`src/rtl/tsts_pkg.sv`:
```
`timescale 1ns / 1ps
// shared types, codes and default sizes of the tagged stack
package tsts_pkg;

    localparam int STACK_DEPTH_DEF = 32;
    localparam int TYPE_COUNT_DEF  = 16;
    localparam int TOKEN_BITS_DEF  = 16;

    localparam logic [1:0] OP_PUSH   = 2'd0;
    localparam logic [1:0] OP_POP    = 2'd1;
    localparam logic [1:0] OP_PEEK   = 2'd2;
    localparam logic [1:0] OP_SEARCH = 2'd3;

    localparam logic [1:0] ST_OK       = 2'd0;
    localparam logic [1:0] ST_OVERFLOW = 2'd1;
    localparam logic [1:0] ST_EMPTY    = 2'd2;

    typedef struct packed {
        logic [1:0]  status;
        logic [3:0]  found_type;
        logic [15:0] found_token;
        logic [4:0]  found_position;
        logic [5:0]  fill_level;
    } t_result;

endpackage

```
`src/rtl/tagged_stack_with_type_search_core.sv`:
```
`timescale 1ns / 1ps
// top level of the tagged stack with search by type set
//
// input channel: i_in_valid / o_in_stall carry one operation word (opcode,
// label type, token reference, type mask). output channel: o_out_valid /
// i_out_stall carry one result word per operation (status, found type,
// token, position, fill level). a word moves when valid is high and stall
// is low.
// entries live in a single-port-read, single-port-write memory with
// registered read data; operations run one at a time.
// a push writes its entry; pop and peek read the top entry; search reads
// entries from the top until one matches or the bottom is reached, each
// entry check costing one memory read. pop, peek or search on an empty
// stack reads nothing. the result shows on o_out_valid in the same cycle
// as the next word can be taken.
// the output register lets the next word be taken while a result waits.
// reset empties the stack and drops any pending result; entry contents are
// not cleared. while i_out_stall is high the result holds, one more
// operation can finish behind it, then o_in_stall stays high until the
// output moves.
module tagged_stack_with_type_search_core #(
    parameter int STACK_DEPTH = tsts_pkg::STACK_DEPTH_DEF,
    parameter int TYPE_COUNT  = tsts_pkg::TYPE_COUNT_DEF,
    parameter int TOKEN_BITS  = tsts_pkg::TOKEN_BITS_DEF
) (
    input  logic        i_clk,
    input  logic        i_rst_n,
    input  logic        i_in_valid,
    output logic        o_in_stall,
    input  logic [1:0]  i_opcode,
    input  logic [3:0]  i_label_type,
    input  logic [15:0] i_token_ref,
    input  logic [15:0] i_type_mask,
    output logic        o_out_valid,
    input  logic        i_out_stall,
    output logic [1:0]  o_status,
    output logic [3:0]  o_found_type,
    output logic [15:0] o_found_token,
    output logic [4:0]  o_found_position,
    output logic [5:0]  o_fill_level
);
    import tsts_pkg::*;

    localparam int AW = $clog2(STACK_DEPTH);
    localparam int CW = $clog2(STACK_DEPTH + 1);
    localparam int DW = 4 + TOKEN_BITS;

    t_result       res;
    logic          res_valid;
    logic          res_take;
    logic          we;
    logic [AW-1:0] waddr;
    logic [DW-1:0] wdata;
    logic          re;
    logic [AW-1:0] raddr;
    logic [DW-1:0] rdata;

    logic          r_out_valid;
    t_result       r_out;

    assign res_take = res_valid && (!r_out_valid || !i_out_stall);

    tsts_ctrl #(
        .STACK_DEPTH (STACK_DEPTH),
        .TYPE_COUNT  (TYPE_COUNT),
        .TOKEN_BITS  (TOKEN_BITS),
        .AW          (AW),
        .CW          (CW),
        .DW          (DW)
    ) u_ctrl (
        .i_clk        (i_clk),
        .i_rst_n      (i_rst_n),
        .i_in_valid   (i_in_valid),
        .o_in_stall   (o_in_stall),
        .i_opcode     (i_opcode),
        .i_label_type (i_label_type),
        .i_token_ref  (i_token_ref),
        .i_type_mask  (i_type_mask),
        .o_res        (res),
        .o_res_valid  (res_valid),
        .i_res_take   (res_take),
        .o_we         (we),
        .o_waddr      (waddr),
        .o_wdata      (wdata),
        .o_re         (re),
        .o_raddr      (raddr),
        .i_rdata      (rdata)
    );

    tsts_mem #(
        .DEPTH (STACK_DEPTH),
        .AW    (AW),
        .DW    (DW)
    ) u_mem (
        .i_clk   (i_clk),
        .i_we    (we),
        .i_waddr (waddr),
        .i_wdata (wdata),
        .i_re    (re),
        .i_raddr (raddr),
        .o_rdata (rdata)
    );

    always_ff @(posedge i_clk) begin
        if (!i_rst_n) begin
            r_out_valid <= 1'b0;
        end else if (res_take) begin
            r_out_valid <= 1'b1;
        end else if (!i_out_stall) begin
            r_out_valid <= 1'b0;
        end
        if (res_take) begin
            r_out <= res;
        end
    end

    assign o_out_valid      = r_out_valid;
    assign o_status         = r_out.status;
    assign o_found_type     = r_out.found_type;
    assign o_found_token    = r_out.found_token;
    assign o_found_position = r_out.found_position;
    assign o_fill_level     = r_out.fill_level;

endmodule

```
`src/rtl/tsts_mem.sv`:
```
`timescale 1ns / 1ps
// entry memory: one write port, one read port with registered read data
module tsts_mem #(
    parameter int DEPTH = 32,
    parameter int AW    = 5,
    parameter int DW    = 20
) (
    input  logic          i_clk,
    input  logic          i_we,
    input  logic [AW-1:0] i_waddr,
    input  logic [DW-1:0] i_wdata,
    input  logic          i_re,
    input  logic [AW-1:0] i_raddr,
    output logic [DW-1:0] o_rdata
);

    logic [DW-1:0] r_mem [DEPTH];
    logic [DW-1:0] r_rdata;

    always_ff @(posedge i_clk) begin
        if (i_we) begin
            r_mem[i_waddr] <= i_wdata;
        end
        if (i_re) begin
            r_rdata <= r_mem[i_raddr];
        end
    end

    assign o_rdata = r_rdata;

endmodule

```
`src/rtl/tsts_ctrl.sv`:
```
`timescale 1ns / 1ps
// sequencer: decodes each word, drives the entry memory and builds the result
module tsts_ctrl #(
    parameter int STACK_DEPTH = 32,
    parameter int TYPE_COUNT  = 16,
    parameter int TOKEN_BITS  = 16,
    parameter int AW          = 5,
    parameter int CW          = 6,
    parameter int DW          = 20
) (
    input  logic                  i_clk,
    input  logic                  i_rst_n,
    input  logic                  i_in_valid,
    output logic                  o_in_stall,
    input  logic [1:0]            i_opcode,
    input  logic [3:0]            i_label_type,
    input  logic [15:0]           i_token_ref,
    input  logic [15:0]           i_type_mask,
    output tsts_pkg::t_result     o_res,
    output logic                  o_res_valid,
    input  logic                  i_res_take,
    output logic                  o_we,
    output logic [AW-1:0]         o_waddr,
    output logic [DW-1:0]         o_wdata,
    output logic                  o_re,
    output logic [AW-1:0]         o_raddr,
    input  logic [DW-1:0]         i_rdata
);
    import tsts_pkg::*;

    typedef enum logic [1:0] {
        S_IDLE,
        S_READ,
        S_SCAN,
        S_DONE
    } t_state;

    t_state          r_state, n_state;
    logic [CW-1:0]   r_count, n_count;
    logic [AW-1:0]   r_ptr, n_ptr;
    logic [15:0]     r_mask, n_mask;
    t_result         r_res, n_res;

    logic                  accept;
    logic [63:0]           tok_in_ext;
    logic [TOKEN_BITS-1:0] tok_in;
    logic [3:0]            rd_type;
    logic [63:0]           rd_tok_ext;
    logic [15:0]           rd_tok;
    logic                  rd_hit;
    logic [AW-1:0]         top_addr;
    t_result               hit_res;
    t_result               miss_res;

    assign accept     = i_in_valid && (r_state == S_IDLE);
    assign o_in_stall = (r_state != S_IDLE);
    assign o_res      = r_res;
    assign o_res_valid = (r_state == S_DONE);

    assign tok_in_ext = 64'(i_token_ref);
    assign tok_in     = tok_in_ext[TOKEN_BITS-1:0];
    assign rd_type    = i_rdata[DW-1 -: 4];
    assign rd_tok_ext = 64'(i_rdata[TOKEN_BITS-1:0]);
    assign rd_tok     = rd_tok_ext[15:0];
    // types at or above the type count never match
    assign rd_hit     = (32'(rd_type) < TYPE_COUNT) && r_mask[rd_type];
    assign top_addr   = AW'(r_count - CW'(1));

    always_comb begin
        hit_res                = '0;
        hit_res.status         = ST_OK;
        hit_res.found_type     = rd_type;
        hit_res.found_token    = rd_tok;
        hit_res.found_position = 5'(r_ptr);
        hit_res.fill_level     = 6'(r_count);
        miss_res               = '0;
        miss_res.status        = ST_EMPTY;
        miss_res.fill_level    = 6'(r_count);
    end

    always_comb begin
        n_state = r_state;
        n_count = r_count;
        n_ptr   = r_ptr;
        n_mask  = r_mask;
        n_res   = r_res;
        o_we    = 1'b0;
        o_waddr = AW'(r_count);
        o_wdata = {i_label_type, tok_in};
        o_re    = 1'b0;
        o_raddr = top_addr;
        case (r_state)
            S_IDLE: begin
                if (accept) begin
                    n_res   = miss_res;
                    n_state = S_DONE;
                    case (i_opcode)
                        OP_PUSH: begin
                            if (r_count < CW'(STACK_DEPTH)) begin
                                o_we             = 1'b1;
                                n_count          = r_count + CW'(1);
                                n_res.status     = ST_OK;
                                n_res.fill_level = 6'(r_count + CW'(1));
                            end else begin
                                n_res.status = ST_OVERFLOW;
                            end
                        end
                        OP_POP, OP_PEEK: begin
                            if (r_count != '0) begin
                                o_re    = 1'b1;
                                n_ptr   = top_addr;
                                n_state = S_READ;
                                if (i_opcode == OP_POP) begin
                                    n_count = r_count - CW'(1);
                                end
                            end
                        end
                        default: begin
                            n_mask = i_type_mask;
                            if (r_count != '0) begin
                                o_re    = 1'b1;
                                n_ptr   = top_addr;
                                n_state = S_SCAN;
                            end
                        end
                    endcase
                end
            end
            S_READ: begin
                n_res   = hit_res;
                n_state = S_DONE;
            end
            S_SCAN: begin
                // one entry per cycle, next read issued while this one is checked
                if (rd_hit) begin
                    n_res   = hit_res;
                    n_state = S_DONE;
                end else if (r_ptr == '0) begin
                    n_res   = miss_res;
                    n_state = S_DONE;
                end else begin
                    o_re    = 1'b1;
                    o_raddr = r_ptr - AW'(1);
                    n_ptr   = r_ptr - AW'(1);
                end
            end
            S_DONE: begin
                if (i_res_take) begin
                    n_state = S_IDLE;
                end
            end
            default: begin
                n_state = S_IDLE;
            end
        endcase
    end

    always_ff @(posedge i_clk) begin
        if (!i_rst_n) begin
            r_state <= S_IDLE;
            r_count <= '0;
        end else begin
            r_state <= n_state;
            r_count <= n_count;
        end
        r_ptr  <= n_ptr;
        r_mask <= n_mask;
        r_res  <= n_res;
    end

endmodule

```
`config.mk`:
```
export PLATFORM = sky130hd
export DESIGN_NAME = tagged_stack_with_type_search_core
export DESIGN_NICKNAME = d
export VERILOG_FILES = /design/src/rtl/tsts_pkg.sv /design/src/rtl/tagged_stack_with_type_search_core.sv /design/src/rtl/tsts_mem.sv /design/src/rtl/tsts_ctrl.sv
export SDC_FILE = /design/constraint.sdc
export NUM_CORES = 1
export LEC_CHECK = 0
export BUFFER_PORTS_ARGS = -buffer_cell sky130_fd_sc_hd__buf_2
export CAP_MARGIN = 20
export CORE_MARGIN = 8
export CORE_UTILIZATION = 35
export CTS_BUF_LIST = sky130_fd_sc_hd__clkbuf_8
export DETAILED_ROUTE_END_ITERATION = 8
export PLACE_DENSITY = 0.56
export REMOVE_ABC_BUFFERS = 1
export SLEW_MARGIN = 20
export SYNTH_ARGS = -nofsm -noshare
export SYNTH_HDL_FRONTEND = slang
export SYNTH_SLANG_ARGS = --single-unit
```
`constraint.sdc`:
```
create_clock -name i_clk -period 6.7 [get_ports i_clk]
set_input_delay 0.67 -clock i_clk [delete_from_list [all_inputs] [get_ports i_clk]]
set_output_delay 0.67 -clock i_clk [all_outputs]
set_load 0.01 [all_outputs]
```
### Word-level counts from Yosys, hierarchy flattened

Memory sizes are Yosys's and may differ from the RTL's. A register that Yosys moved wholly into a read port is not among the register bits.
Cells that the tools add are included.

* memories: 1
* bits in read-only memories: 0
* memory bits (writable): 640
* bits in latches: 0
* logic and storage cells: 101
* bits of input ports: 42
* register bits after elaboration: 96
* output and inout port bits: 35

Memory list
* u_mem.r_mem: depth 32, bits a word 20, read ports 1, clocked after Yosys merged registers in 1, wr ports 1, RTL line tsts_mem.sv:17 `logic [DW-1:0] r_mem [DEPTH];`

* add/subtract/negate cells: 3
* $mul: 0
* mux-type cells: 44
* shifts and indexed selects: 0
* bitwise operators: 1
* magnitude comparators: 2
* equality and inequality tests: 15
* div/mod/pow operators: 0
* reductions and logical operators: 20

Operators with widths (number)
* 33-bit two-way mux: 3
* 33-bit case mux with 3 select lines: 1
* 5-bit two-way mux: 8
* 6-bit two-way mux: 4
* 1-bit two-way mux: 16
* 2-bit two-way mux: 6
* 6-bit case mux with 2 select lines: 1
* 2-bit by 1-bit inequality test with 1-bit output, second input constant: 5
* 5-bit case mux with 2 select lines: 1
* 3-bit AND reduction: 3
* 2-bit inequality test, second input constant: 4
* 2-bit case mux with 4 select lines: 1
* 6-bit by 1-bit adder with 6-bit output, second input constant: 1
* 2-bit == test, second input constant: 3
* 6-bit < comparator, second input constant: 1
* 6-bit AND reduction: 1
* 2-bit nonzero test: 3
* 6-bit nonzero test: 1
* 6-bit by 1-bit subtractor with 6-bit output, second input constant: 1
* 5-bit zero test: 1
* 4-bit by 5-bit < comparator with 1-bit output, second input constant: 1
* 5-bit AND reduction: 1
* 5-bit by 1-bit subtractor with 5-bit output, second input constant: 1
* 1-bit binary-select mux with 4-bit select: 1
* other kinds (12): 16

### Logic depth before layout (Yosys ltp)

Gate-level depths: netlist of the first run.

* word-level depth: 7
* gate-level depth with buffers: 14
* mapped depth without buffers: 10

### Cells and area by module

A second synthesis of the first run with hierarchy kept.

* cell total of the unflattened synthesis: 1743
* area, all modules: 30163.9 sq um

By module, submodules not included
* tsts_mem: area each 25753.4 sq um, cells an instance 1414, seq. area each 19819.0 sq um, instances 1
* tsts_ctrl: area each 3380.7 sq um, cells an instance 292, seq. area each 1781.7 sq um, instances 1
* tagged_stack_with_type_search_core: area each 1029.7 sq um, cells an instance 37, seq. area each 1011.0 sq um, instances 1

### Worst setup path after synthesis of the first run

Ideal clock, no wire load.

* path type: reg2reg
* start: register u_ctrl.r_ptr[0]
* end: register u_ctrl.r_res, in the netlist u_ctrl.o_res[0] (enable)
* setup slack: 2186 ps
* data arrival time: 4050 ps
* clock period less this slack: 4514 ps
* stages on the path, launching flop included: 8
* library setup time: 464 ps
* buffers on the path: 0
* required time: 6236 ps
* cell sequence: edfxtp_1 inv_1 ha_1 or3b_2 or2_2 nand2_1 nor2_1 nor3_1

* word-level cells in the longest chain between the ends: 3

RTL lines
* start, declared: RTL line tsts_ctrl.sv:40 `logic [AW-1:0] r_ptr, n_ptr;`
* start signal, assigned: RTL line tsts_ctrl.sv:166 `r_ptr <= n_ptr;`
* 5-bit zero test: RTL line tsts_ctrl.sv:138 `end else if (r_ptr == '0) begin`
* 3-bit by 1-bit inequality test with 1-bit output (no line)
* 3-bit AND reduction (no line)
* end signal, assigned: RTL line tsts_ctrl.sv:168 `r_res <= n_res;`
* end, declared: RTL line tsts_ctrl.sv:42 `t_result r_res, n_res;`

Every way passes these cells.
A chain may end at the register's enable or synchronous reset.

### Final worst setup path of the first run

* start: register u_mem.r_rdata[17] (netlist: u_mem.o_rdata[17]), read port of u_mem.r_mem
* end: register u_mem.r_rdata[10] (netlist: u_mem.o_rdata[10]), read port of u_mem.r_mem, data pin

* word-level cells in the longest chain between the ends: 4
* elaborated cells between the ends (all ways): 6
* those cells by class: mux: 6

RTL lines
* start, declared: RTL line tsts_mem.sv:18 `logic [DW-1:0] r_rdata;`
* 1-bit binary-select mux with 4-bit select *: RTL line tsts_ctrl.sv:66 `assign rd_hit = (32'(rd_type) < TYPE_COUNT) && r_mask[rd_type];`
* 1-bit two-way mux (implied by the code) *: RTL line tsts_ctrl.sv:66
* 1-bit two-way mux / 5-bit two-way mux (equally long branches): RTL line tsts_ctrl.sv:135 `if (rd_hit) begin`
* 1-bit case mux with 2 select lines / 5-bit two-way mux (equally long branches): RTL line tsts_ctrl.sv:92 `case (r_state)`

Every way passes the cells marked *; elsewhere a longest branch is shown, timed or not. The select of a mux whose other input is x is not followed.

==> results of run 1 <==
==> report_power, final <==
group | switching [µW] | internal, µW
Clock | 1800 | 1940
Combinational | 3870 | 1800
Sequential | 202 | 5630
Total | 5870 | 9370
==> final cells by class <==
cell class / count / area [µm²] / area share [%]
multi-input cells: 1249 / 8360 / 23.3
diodes: 1 / 2.50 / 0.00696
repair buffers: 155 / 1120 / 3.10
clock inverters: 99 / 582 / 1.62
well taps: 1176 / 1470 / 4.09
inverters: 33 / 124 / 0.344
flip-flops and latches: 756 / 22600 / 62.9
clock buffers: 123 / 1690 / 4.71
==> cell families (layout without fill, tap and decap cells) <==
| kind of cell | after synthesis | in the layout | share of synthesized area (%) |
|---|---|---|---|
| flip-flops | 756 | 756 | 71.4 |
| AO/OA/AOI/OAI | 737 | 737 | 16.5 |
| AND/OR/NAND/NOR | 450 | 450 | 6.92 |
| buffers and inverters | 238 | 410 | 2.93 |
| multiplexers | 35 | 35 | 1.32 |
| adder cells (fa/ha/maj) | 15 | 15 | 0.593 |
| XOR/XNOR | 12 | 12 | 0.332 |
| other | 0 | 1 | 0 |
==> cells in the final DEF, fill, tap and decap left out, types with 39 or more instances in the layout <==
| cell type | instances |
|---|---|
| o21ai_0 | 124 |
| and3_1 | 65 |
| edfxtp_1 | 747 |
| inv_1 | 69 |
| a31o_2 | 39 |
| a221oi_1 | 60 |
| buf_4 | 70 |
| a211oi_1 | 81 |
| a21oi_1 | 49 |
| clkbuf_8 | 123 |
| a31oi_1 | 121 |
| nand2_1 | 185 |
| a21boi_0 | 43 |
| buf_2 | 76 |
| o211ai_1 | 41 |
==> final timing paths <==
kind         slack [ps]               from                end  cells past startpoint
min                 150     i_type_mask[3]   u_ctrl.r_mask[3]                      1
min reg2reg         410   u_ctrl.o_res[31]        o_status[0]                      0
max reg2reg        1640  u_mem.o_rdata[17]  u_mem.o_rdata[10]                     10
max                1640  u_mem.o_rdata[17]  u_mem.o_rdata[10]                     10
==> registers in the layout, indices dropped and copies added, names as in the netlist <==
name and count:
u_mem.r_mem 640, u_ctrl.o_res 33, u_mem.o_rdata 20, o_found_token 16, u_ctrl.r_mask 16, o_fill_level 6, u_ctrl.r_count 6, o_found_position 5
u_ctrl.r_ptr 5, o_found_type 4, o_status 2, u_ctrl.r_state 2, o_out_valid 1
==> per-layer routing <==
metal | vias up | part of all wire [%] | global-route usage, %
met3 | 143 | 8.0 | 3.53
met2 | 823 | 46 | 27.2
met1 | 10500 | 44 | 23.4
li1 | 9095 | - | -
met5 | - | 0 | 0
met4 | 0 | 2.0 | 4.79
==> metrics by stage <==
| step | setup WS (ps) | hold slack (ps) |
|---|---|---|
| after floorplan | -8450 | 400 |
| after global placement | 1740 | 403 |
| after detailed placement | 1630 | 405 |
| after CTS | 1650 | 82.8 |
| after global routing | 1450 | 84.9 |
| final | 1640 | 155 |
==> critical path, delay by kind of cell (launching register included) <==
family	cells	cell delay, ps
AOI/OAI and AO/OA	3	780
buffers and inverters	2	920
DFF	1	520
muxes	4	1710
and+or+nand+nor	1	810
==> results.json, run 1 <==
{
  "seq_area_frac_synth_pct": 71.4,
  "synth-seq-cells": 756,
  "cts_sinks": 756,
  "drive_gt1_share_pct": 18.6,
  "synthCells": 2243,
  "initial_utilization_pct": 35.2,
  "dp_hpwl_um": 50000,
  "grt_pass1_vias": 20500,
  "min_path_type": "primary input to flip-flop",
  "routed_wl_um": 87500,
  "grt_antenna_before_repair": 5,
  "synth.avg_cell_area_um2": 14.1,
  "yosysWarningCount": 0,
  "fillers": 8265,
  "dp.cells": 3367,
  "clockBufferDepth": 3,
  "stdcell_area_um2": 36000,
  "tritoncts": "built",
  "p_leak_uw": 0.0116,
  "cts_buffers": 120,
  "grt_usage_pct": 17.0,
  "htree_levels": 3,
  "synthArstFlopShare_pct": 0,
  "fin_nets": 2372,
  "worstPathArrival_ps": 5510,
  "crit_top_cell": "buf_4",
  "synth_edf_count": 747,
  "dpl_cell_area_um2": 33600,
  "die-area_um2": 100000,
  "fmaxAchievable_ghz": 0.197,
  "yosysTopAreaCell": "edfxtp_1",
  "synth.top_cell.area_share_pct": 70.9,
  "crit_fanout": 33,
  "clk_pin_slew_ps": 60,
  "start_kind": "flip-flop",
  "fin_crit_ps": 5060,
  "cts_root_buffer": "clkbuf_8",
  "worstSkewPairLatency_ps": 740,
  "grt_pass1_wl_um": 130000,
  "synth_commonest_cells": "edfxtp_1 (747), nand2_1 (186), clkbuf_1 (169)",
  "synthTopCellsByArea": "edfxtp_1 (71%), a31oi_1 (2.4%), nand2_1 (2.2%), clkbuf_1 (2.0%), o21ai_0 (2.0%)",
  "clock_skew_ps": 44.7,
  "worst_slew_pin_slew_ps": 1100,
  "rows": 110,
  "rsz0062_at_grt": "false",
  "overflow": 0,
  "fin_util_pct": 40.0,
  "layout.cells.non_filler": 3592,
  "first_pass_iters": 6,
  "die_x_um": 317,
  "maxSlewViolCount": 0,
  "critPathMaxStageDelay_ps": 810,
  "slew_headroom_pct": 26.8,
  "finalSetupTns_ps": 0,
  "drc": 0,
  "dr_total_vias": 20600,
  "outcome": "finished clean",
  "grt_max_degree": 122,
  "post_cts_resized": 0,
  "hold_buffers": 0,
  "wire_per_inst_um": 24.4,
  "io_pins": 77,
  "worstSetupPathType": "flip-flop to flip-flop",
  "syn_area_um2": 31600,
  "area_growth_pct": 13.6,
  "max_cap_violations": 0,
  "endpoint_kind": "flip-flop",
  "ant_nets": 0,
  "powerDensity_nw_per_um2": 424,
  "finalPower_uw": 15200,
  "finalSetupViolCount": 0,
  "core_region_area_um2": 89900,
  "io_buffers": 76,
  "slowest_stage": "nor2_4",
  "synth-main-ff-cell": "edfxtp_1",
  "vias_per_cell": 5.73,
  "place_congestion": 0.801,
  "synth_most_common_cell": "edfxtp_1",
  "vdd.ir_drop.worst_mv": 0.435,
  "synth_cell_types": 59,
  "drt_iter0_drc": 2046,
  "fin_crit_sh_pct": 75.6,
  "final_hold_viol_count": 0,
  "die_y_um": 317,
  "crit_chain": "mux2_1 > mux4_2 > mux2i_4 > buf_4 > a21oi_4 > nor2_4 > buf_4 > mux2_2 > o2111ai_1 > o311ai_1",
  "cts_setup_buffers": 0,
  "required_ps": 7140
}
(Power assumes the default switching activity.)
==> inputs of run 2 (changes only) <==
clock period = 4.68 ns   (was 6.7 ns; I/O delays follow)
==> results.json, run 2 (synthesized netlist as in run 1, its figures left out) <==
{
  "outcome": "finished clean",
  "grt_pass1_vias": 20600,
  "endpoint_kind": "flip-flop",
  "grt_max_degree": 121,
  "core_region_area_um2": 89900,
  "cts_buffers": 121,
  "place_congestion": 0.854,
  "largest_register_ffs": 640,
  "cts_root_buffer": "clkbuf_8",
  "vdd.ir_drop.worst_mv": 0.460,
  "die_y_um": 317,
  "worstSetupPathType": "flip-flop to flip-flop",
  "crit_chain": "mux2_1 > mux4_2 > mux2_4 > o32a_2 > buf_4 > a31o_2 > o221a_2 > nor4_1 > o311ai_1",
  "wire_per_inst_um": 24.1,
  "die_x_um": 317,
  "start_kind": "flip-flop",
  "cts_sinks": 756,
  "worst_slew_pin_slew_ps": 1050,
  "top_usage_layer": "met2",
  "fillers": 8181,
  "crit_fanout": 12,
  "grt_antenna_before_repair": 4,
  "place_ws_ps": 232,
  "layout_setup_ws_ps": 154,
  "whs_ps": 111,
  "fmaxAchievable_ghz": 0.221,
  "grt_usage_pct": 16.9,
  "io_buffers": 76,
  "first_pass_iters": 5,
  "rsz0062_at_grt": "false",
  "regMostFlops": "u_mem.r_mem",
  "clk_pin_slew_ps": 60,
  "fin_crit_sh_pct": 96.7,
  "worstPathArrival_ps": 4890,
  "p_leak_uw": 0.0119,
  "worstSkewPairLatency_ps": 720,
  "ant_nets": 0,
  "min_path_type": "primary input to flip-flop",
  "slew_headroom_pct": 29.8,
  "grt_use_met2_pct": 27.1,
  "initial_utilization_pct": 35.2,
  "grt_pass1_wl_um": 130000,
  "final_cell_mix": "edfxtp_1 (747), nand2_1 (185), o21ai_0 (124), clkbuf_8 (123), a31oi_1 (121)",
  "finalSetupTns_ps": 0,
  "critPathMaxStageDelay_ps": 750,
  "powerDensity_nw_per_um2": 608,
  "maxSlewViolCount": 0,
  "dr_total_vias": 20900,
  "layout.cells.non_filler": 3644,
  "reg2reg_slack_ps": 150,
  "area_growth_pct": 14.8,
  "vias_per_cell": 5.74,
  "stdcell_area_um2": 36300,
  "slowest_stage": "nor4_1",
  "fin_crit_ps": 4530,
  "fin_nets": 2429,
  "dp_hpwl_um": 52200,
  "clockBufferDepth": 3,
  "final_hold_viol_count": 0,
  "tritoncts": "built",
  "dp.cells": 3408,
  "drt_iter0_drc": 2201,
  "met1_usage_pct": 23.3,
  "routed_wl_um": 87700,
  "clock_skew_ps": 31.8,
  "crit_family": "compound AO/OA/AOI/OAI gates",
  "io_pins": 77,
  "die-area_um2": 100000,
  "max_cap_violations": 0,
  "drc": 0,
  "finalSetupViolCount": 0,
  "required_ps": 5050,
  "dpl_cell_area_um2": 34000,
  "drive_gt1_share_pct": 19.6,
  "rows": 110,
  "crit_buf_inv": 1,
  "layout_commonest_cell": "edfxtp_1",
  "htree_levels": 3,
  "overflow": 0,
  "use_met3_pct": 2.98
}
==> run 2: cell type report <==
| type | instances | area, µm² | share of cell area, % |
|---|---|---|---|
| antenna | 5 | 12.5 | 0.0344 |
| clock buffer | 123 | 1690 | 4.66 |
| clock inverter | 91 | 465 | 1.28 |
| inverter | 33 | 124 | 0.341 |
| multi-input combinational | 1249 | 8360 | 23.0 |
| sequential | 756 | 22600 | 62.2 |
| tap | 1176 | 1470 | 4.05 |
| timing repair buffer | 211 | 1600 | 4.40 |
==> run 2: timing repair <==
action / CTS / global route
endpoints found under the setup margin: 0 / 1
gates resized for setup: 0 / 1
setup buffers: 0 / 0
endpoints found under the hold margin: 17 / 0
hold buffers: 17 / 0
==> run 2: power breakdown <==
group	switching, µW	total (µW)	internal, µW
sequential	253	8310	8060
combinational	5650	8630	2970
clock	2570	5160	2590
==> run 2: through the flow <==
| stage | util, % | power, µW |
|---|---|---|
| finish | 40.4 | 22100 |
| global route | 40.4 | 23100 |
| CTS | 40.4 | 22100 |
| detailed placement | 37.8 | 16900 |
| global placement | 37.8 | 16700 |
| floorplan | - | 13400 |
==> run 2: per-layer routing <==
metal  vias to the layer above  part of all wire (%)
li1                       9197                     -
met1                     10600                    44
met2                       947                    46
met3                       173                   7.7
met4                         4                   2.6
met5                         -                 0.029
==> run 2: tightest hold or removal path, delay by kind of cell <==
family,cells,cell delay (ps)
compound gates,1,70
buf+inv,1,130
simple gates,1,90
==> run 2: final timing paths <==
path                      from                end  depth (start not counted)
min                i_out_stall        o_out_valid                          3
max          u_mem.o_rdata[16]  u_mem.o_rdata[17]                          9
min reg2reg    u_ctrl.o_res[4]    o_fill_level[4]                          0
max reg2reg  u_mem.o_rdata[16]  u_mem.o_rdata[17]                          9
==> inputs of run 3 (changes only) <==
ABC_AREA = 1   (was not set)
==> results.json, run 3 <==
{
  "die_x_um": 322,
  "rsz0062_at_grt": "false",
  "endpoint_kind": "flip-flop",
  "io_pins": 77,
  "largest_register_ffs": 640,
  "finalSetupViolCount": 0,
  "synth_cell_types": 38,
  "synth_commonest_cells": "edfxtp_1 (747), nand2_1 (725), nand3_1 (594)",
  "finalPower_uw": 22500,
  "dp_hpwl_um": 50100,
  "fin_nets": 3087,
  "grt_max_degree": 180,
  "clk_pin_slew_ps": 60,
  "drc": 0,
  "first_pass_iters": 5,
  "start_kind": "flip-flop",
  "overflow": 0,
  "area_growth_pct": 13.4,
  "htree_levels": 3,
  "regMostFlops": "u_mem.r_mem",
  "worst_slew_pin_slew_ps": 1160,
  "synthArstFlopShare_pct": 0,
  "maxSlewViolCount": 0,
  "grt_antenna_before_repair": 3,
  "crit_buf_inv": 3,
  "fin_crit_sh_pct": 72.1,
  "layout_setup_ws_ps": 1310,
  "crit_top_cell": "nand2_1",
  "synth_most_common_cell": "edfxtp_1",
  "required_ps": 5160,
  "final_cell_mix": "edfxtp_1 (747), nand2_1 (724), nand3_1 (594), inv_1 (327), nand3b_1 (181)",
  "layout_commonest_cell": "edfxtp_1",
  "critPathMaxStageDelay_ps": 520,
  "post_cts_resized": 0,
  "place_congestion": 0.825,
  "vias_per_cell": 5.00,
  "fin_util_pct": 39.9,
  "io_buffers": 76,
  "crit_fanout": 85,
  "routed_wl_um": 91100,
  "ant_nets": 0,
  "tritoncts": "built",
  "powerDensity_nw_per_um2": 606,
  "worstPathArrival_ps": 3850,
  "max_cap_violations": 0,
  "synth-seq-cells": 756,
  "synthCells": 2906,
  "yosysWarningCount": 0,
  "worstSetupPathType": "flip-flop to flip-flop",
  "crit_family": "simple AND/OR/NAND/NOR gates",
  "slowest_stage": "edfxtp_1",
  "wire_per_inst_um": 20.8,
  "rows": 112,
  "synthTopCellsByArea": "edfxtp_1 (69%), nand3_1 (9.1%), nand2_1 (8.3%), nand3b_1 (4.2%), inv_1 (3.4%)",
  "synth_edf_count": 747,
  "clockBufferDepth": 3,
  "drive_gt1_share_pct": 11.7,
  "die-area_um2": 104000,
  "yosysTopAreaCell": "edfxtp_1",
  "outcome": "finished clean",
  "p_leak_uw": 0.0145,
  "seq_area_frac_synth_pct": 69.1,
  "grt_pass1_wl_um": 136000,
  "cts_root_buffer": "clkbuf_8",
  "fin_crit_ps": 3370,
  "synth.avg_cell_area_um2": 11.3,
  "min_path_type": "primary input to flip-flop",
  "grt_pass1_vias": 21100,
  "fillers": 8950,
  "clock_skew_ps": 63.1,
  "syn_area_um2": 32700,
  "core_region_area_um2": 93000,
  "grt_usage_pct": 17.2,
  "dr_total_vias": 21900,
  "fmaxAchievable_ghz": 0.297,
  "place_ws_ps": 1170,
  "initial_utilization_pct": 35.2,
  "die_y_um": 322,
  "synth-main-ff-cell": "edfxtp_1",
  "synth.top_cell.area_share_pct": 68.5,
  "cts_sinks": 756,
  "cts_buffers": 120,
  "drt_iter0_drc": 2040,
  "slew_headroom_pct": 22.9,
  "crit_chain": "inv_4 > nand2_1 > nand3_1 > nand3_2 > nand3_4 > nand2_4 > inv_2 > nand2_4 > nand2_1 > nand2_8 > buf_4 > nand3_1 > nand3_1 > nand3_1 > nand2_1 > nand2_1 > nand2_1",
  "final_hold_viol_count": 0,
  "vdd.ir_drop.worst_mv": 0.675,
  "worstSkewPairLatency_ps": 780
}
-- run 3: through the flow --
step	hold slack [ps]	instances	instance area, µm²	TNS [ps]
after floorplan	400	2732	31800	-56410
after global placement	401	4144	34800	0
after detailed placement	405	4144	34800	0
after CTS	137	4375	37100	0
after global routing	188	4376	37100	0
final	205	4376	37100	0
-- run 3: worst paths after layout --
path | startpoint | endpoint | slack, ps | cells after the start
worst max-delay path | u_mem.o_rdata[16] | u_mem.o_rdata[3] | 1310 | 17
worst min-delay path | i_token_ref[1] | u_mem.r_mem[12][1] | 210 | 1
worst max register to register | u_mem.o_rdata[16] | u_mem.o_rdata[3] | 1310 | 17
worst min register to register | u_ctrl.o_res[7] | o_found_position[1] | 420 | 0
-- run 3: final cells by class --
class                      count  area [µm²]  share of cell area, %
multi-input combinational   1674        8270                   22.3
timing repair buffer         176        1360                   3.67
inverter                     302        1140                   3.06
antenna                        1        2.50                0.00674
clock buffer                 122        1680                   4.52
clock inverter                91         493                   1.33
sequential                   756       22600                   60.9
tap                         1254        1570                   4.23
-- run 3: metal layers --
layer / track usage (%) / part of all wire [%] / vias up
met5: 0 / 0.013 / -
met4: 5.80 / 2.5 / 2
met3: 2.55 / 7.0 / 133
met2: 27.7 / 47 / 785
met1: 23.9 / 44 / 10700
li1: - / - / 10200
-- run 3: power by group --
group          leakage (µW)  switching [µW]  internal (µW)
clock network       0.00122            2610           2580
logic               0.00641            6440           2570
registers           0.00686             234           8070
total                0.0145            9280          13200
-- run 3: timing repair --
| item | 4_1_cts | 5_1_grt |
|---|---|---|
| hold endpoints to repair | 22 | 0 |
| buffers inserted | 0 | 0 |
| hold buffers | 18 | 0 |
| setup endpoints to repair | 0 | 0 |
-- run 3: worst register-to-register path: stages (launching register included) --
cell and delay (ps):
edfxtp_1 520, inv_4 150, nand2_1 60, nand3_1 80, nand3_2 120, nand3_4 130, nand2_4 80, inv_2 100
nand2_4 70, nand2_1 170, nand2_8 450, buf_4 490, nand3_1 140, nand3_1 80, nand3_1 120, nand2_1 120
nand2_1 140, nand2_1 70
-- run 3: logic make-up after synthesis --
| group | Yosys count | synth area share (%) |
|---|---|---|
| AOI/OAI and AO/OA | 53 | 0.925 |
| DFF | 756 | 69.1 |
| adders and majority gates | 15 | 0.573 |
| and+or+nand+nor | 1600 | 23.1 |
| xor gates and xnor gates | 6 | 0.161 |
| buffers and inverters | 476 | 6.17 |
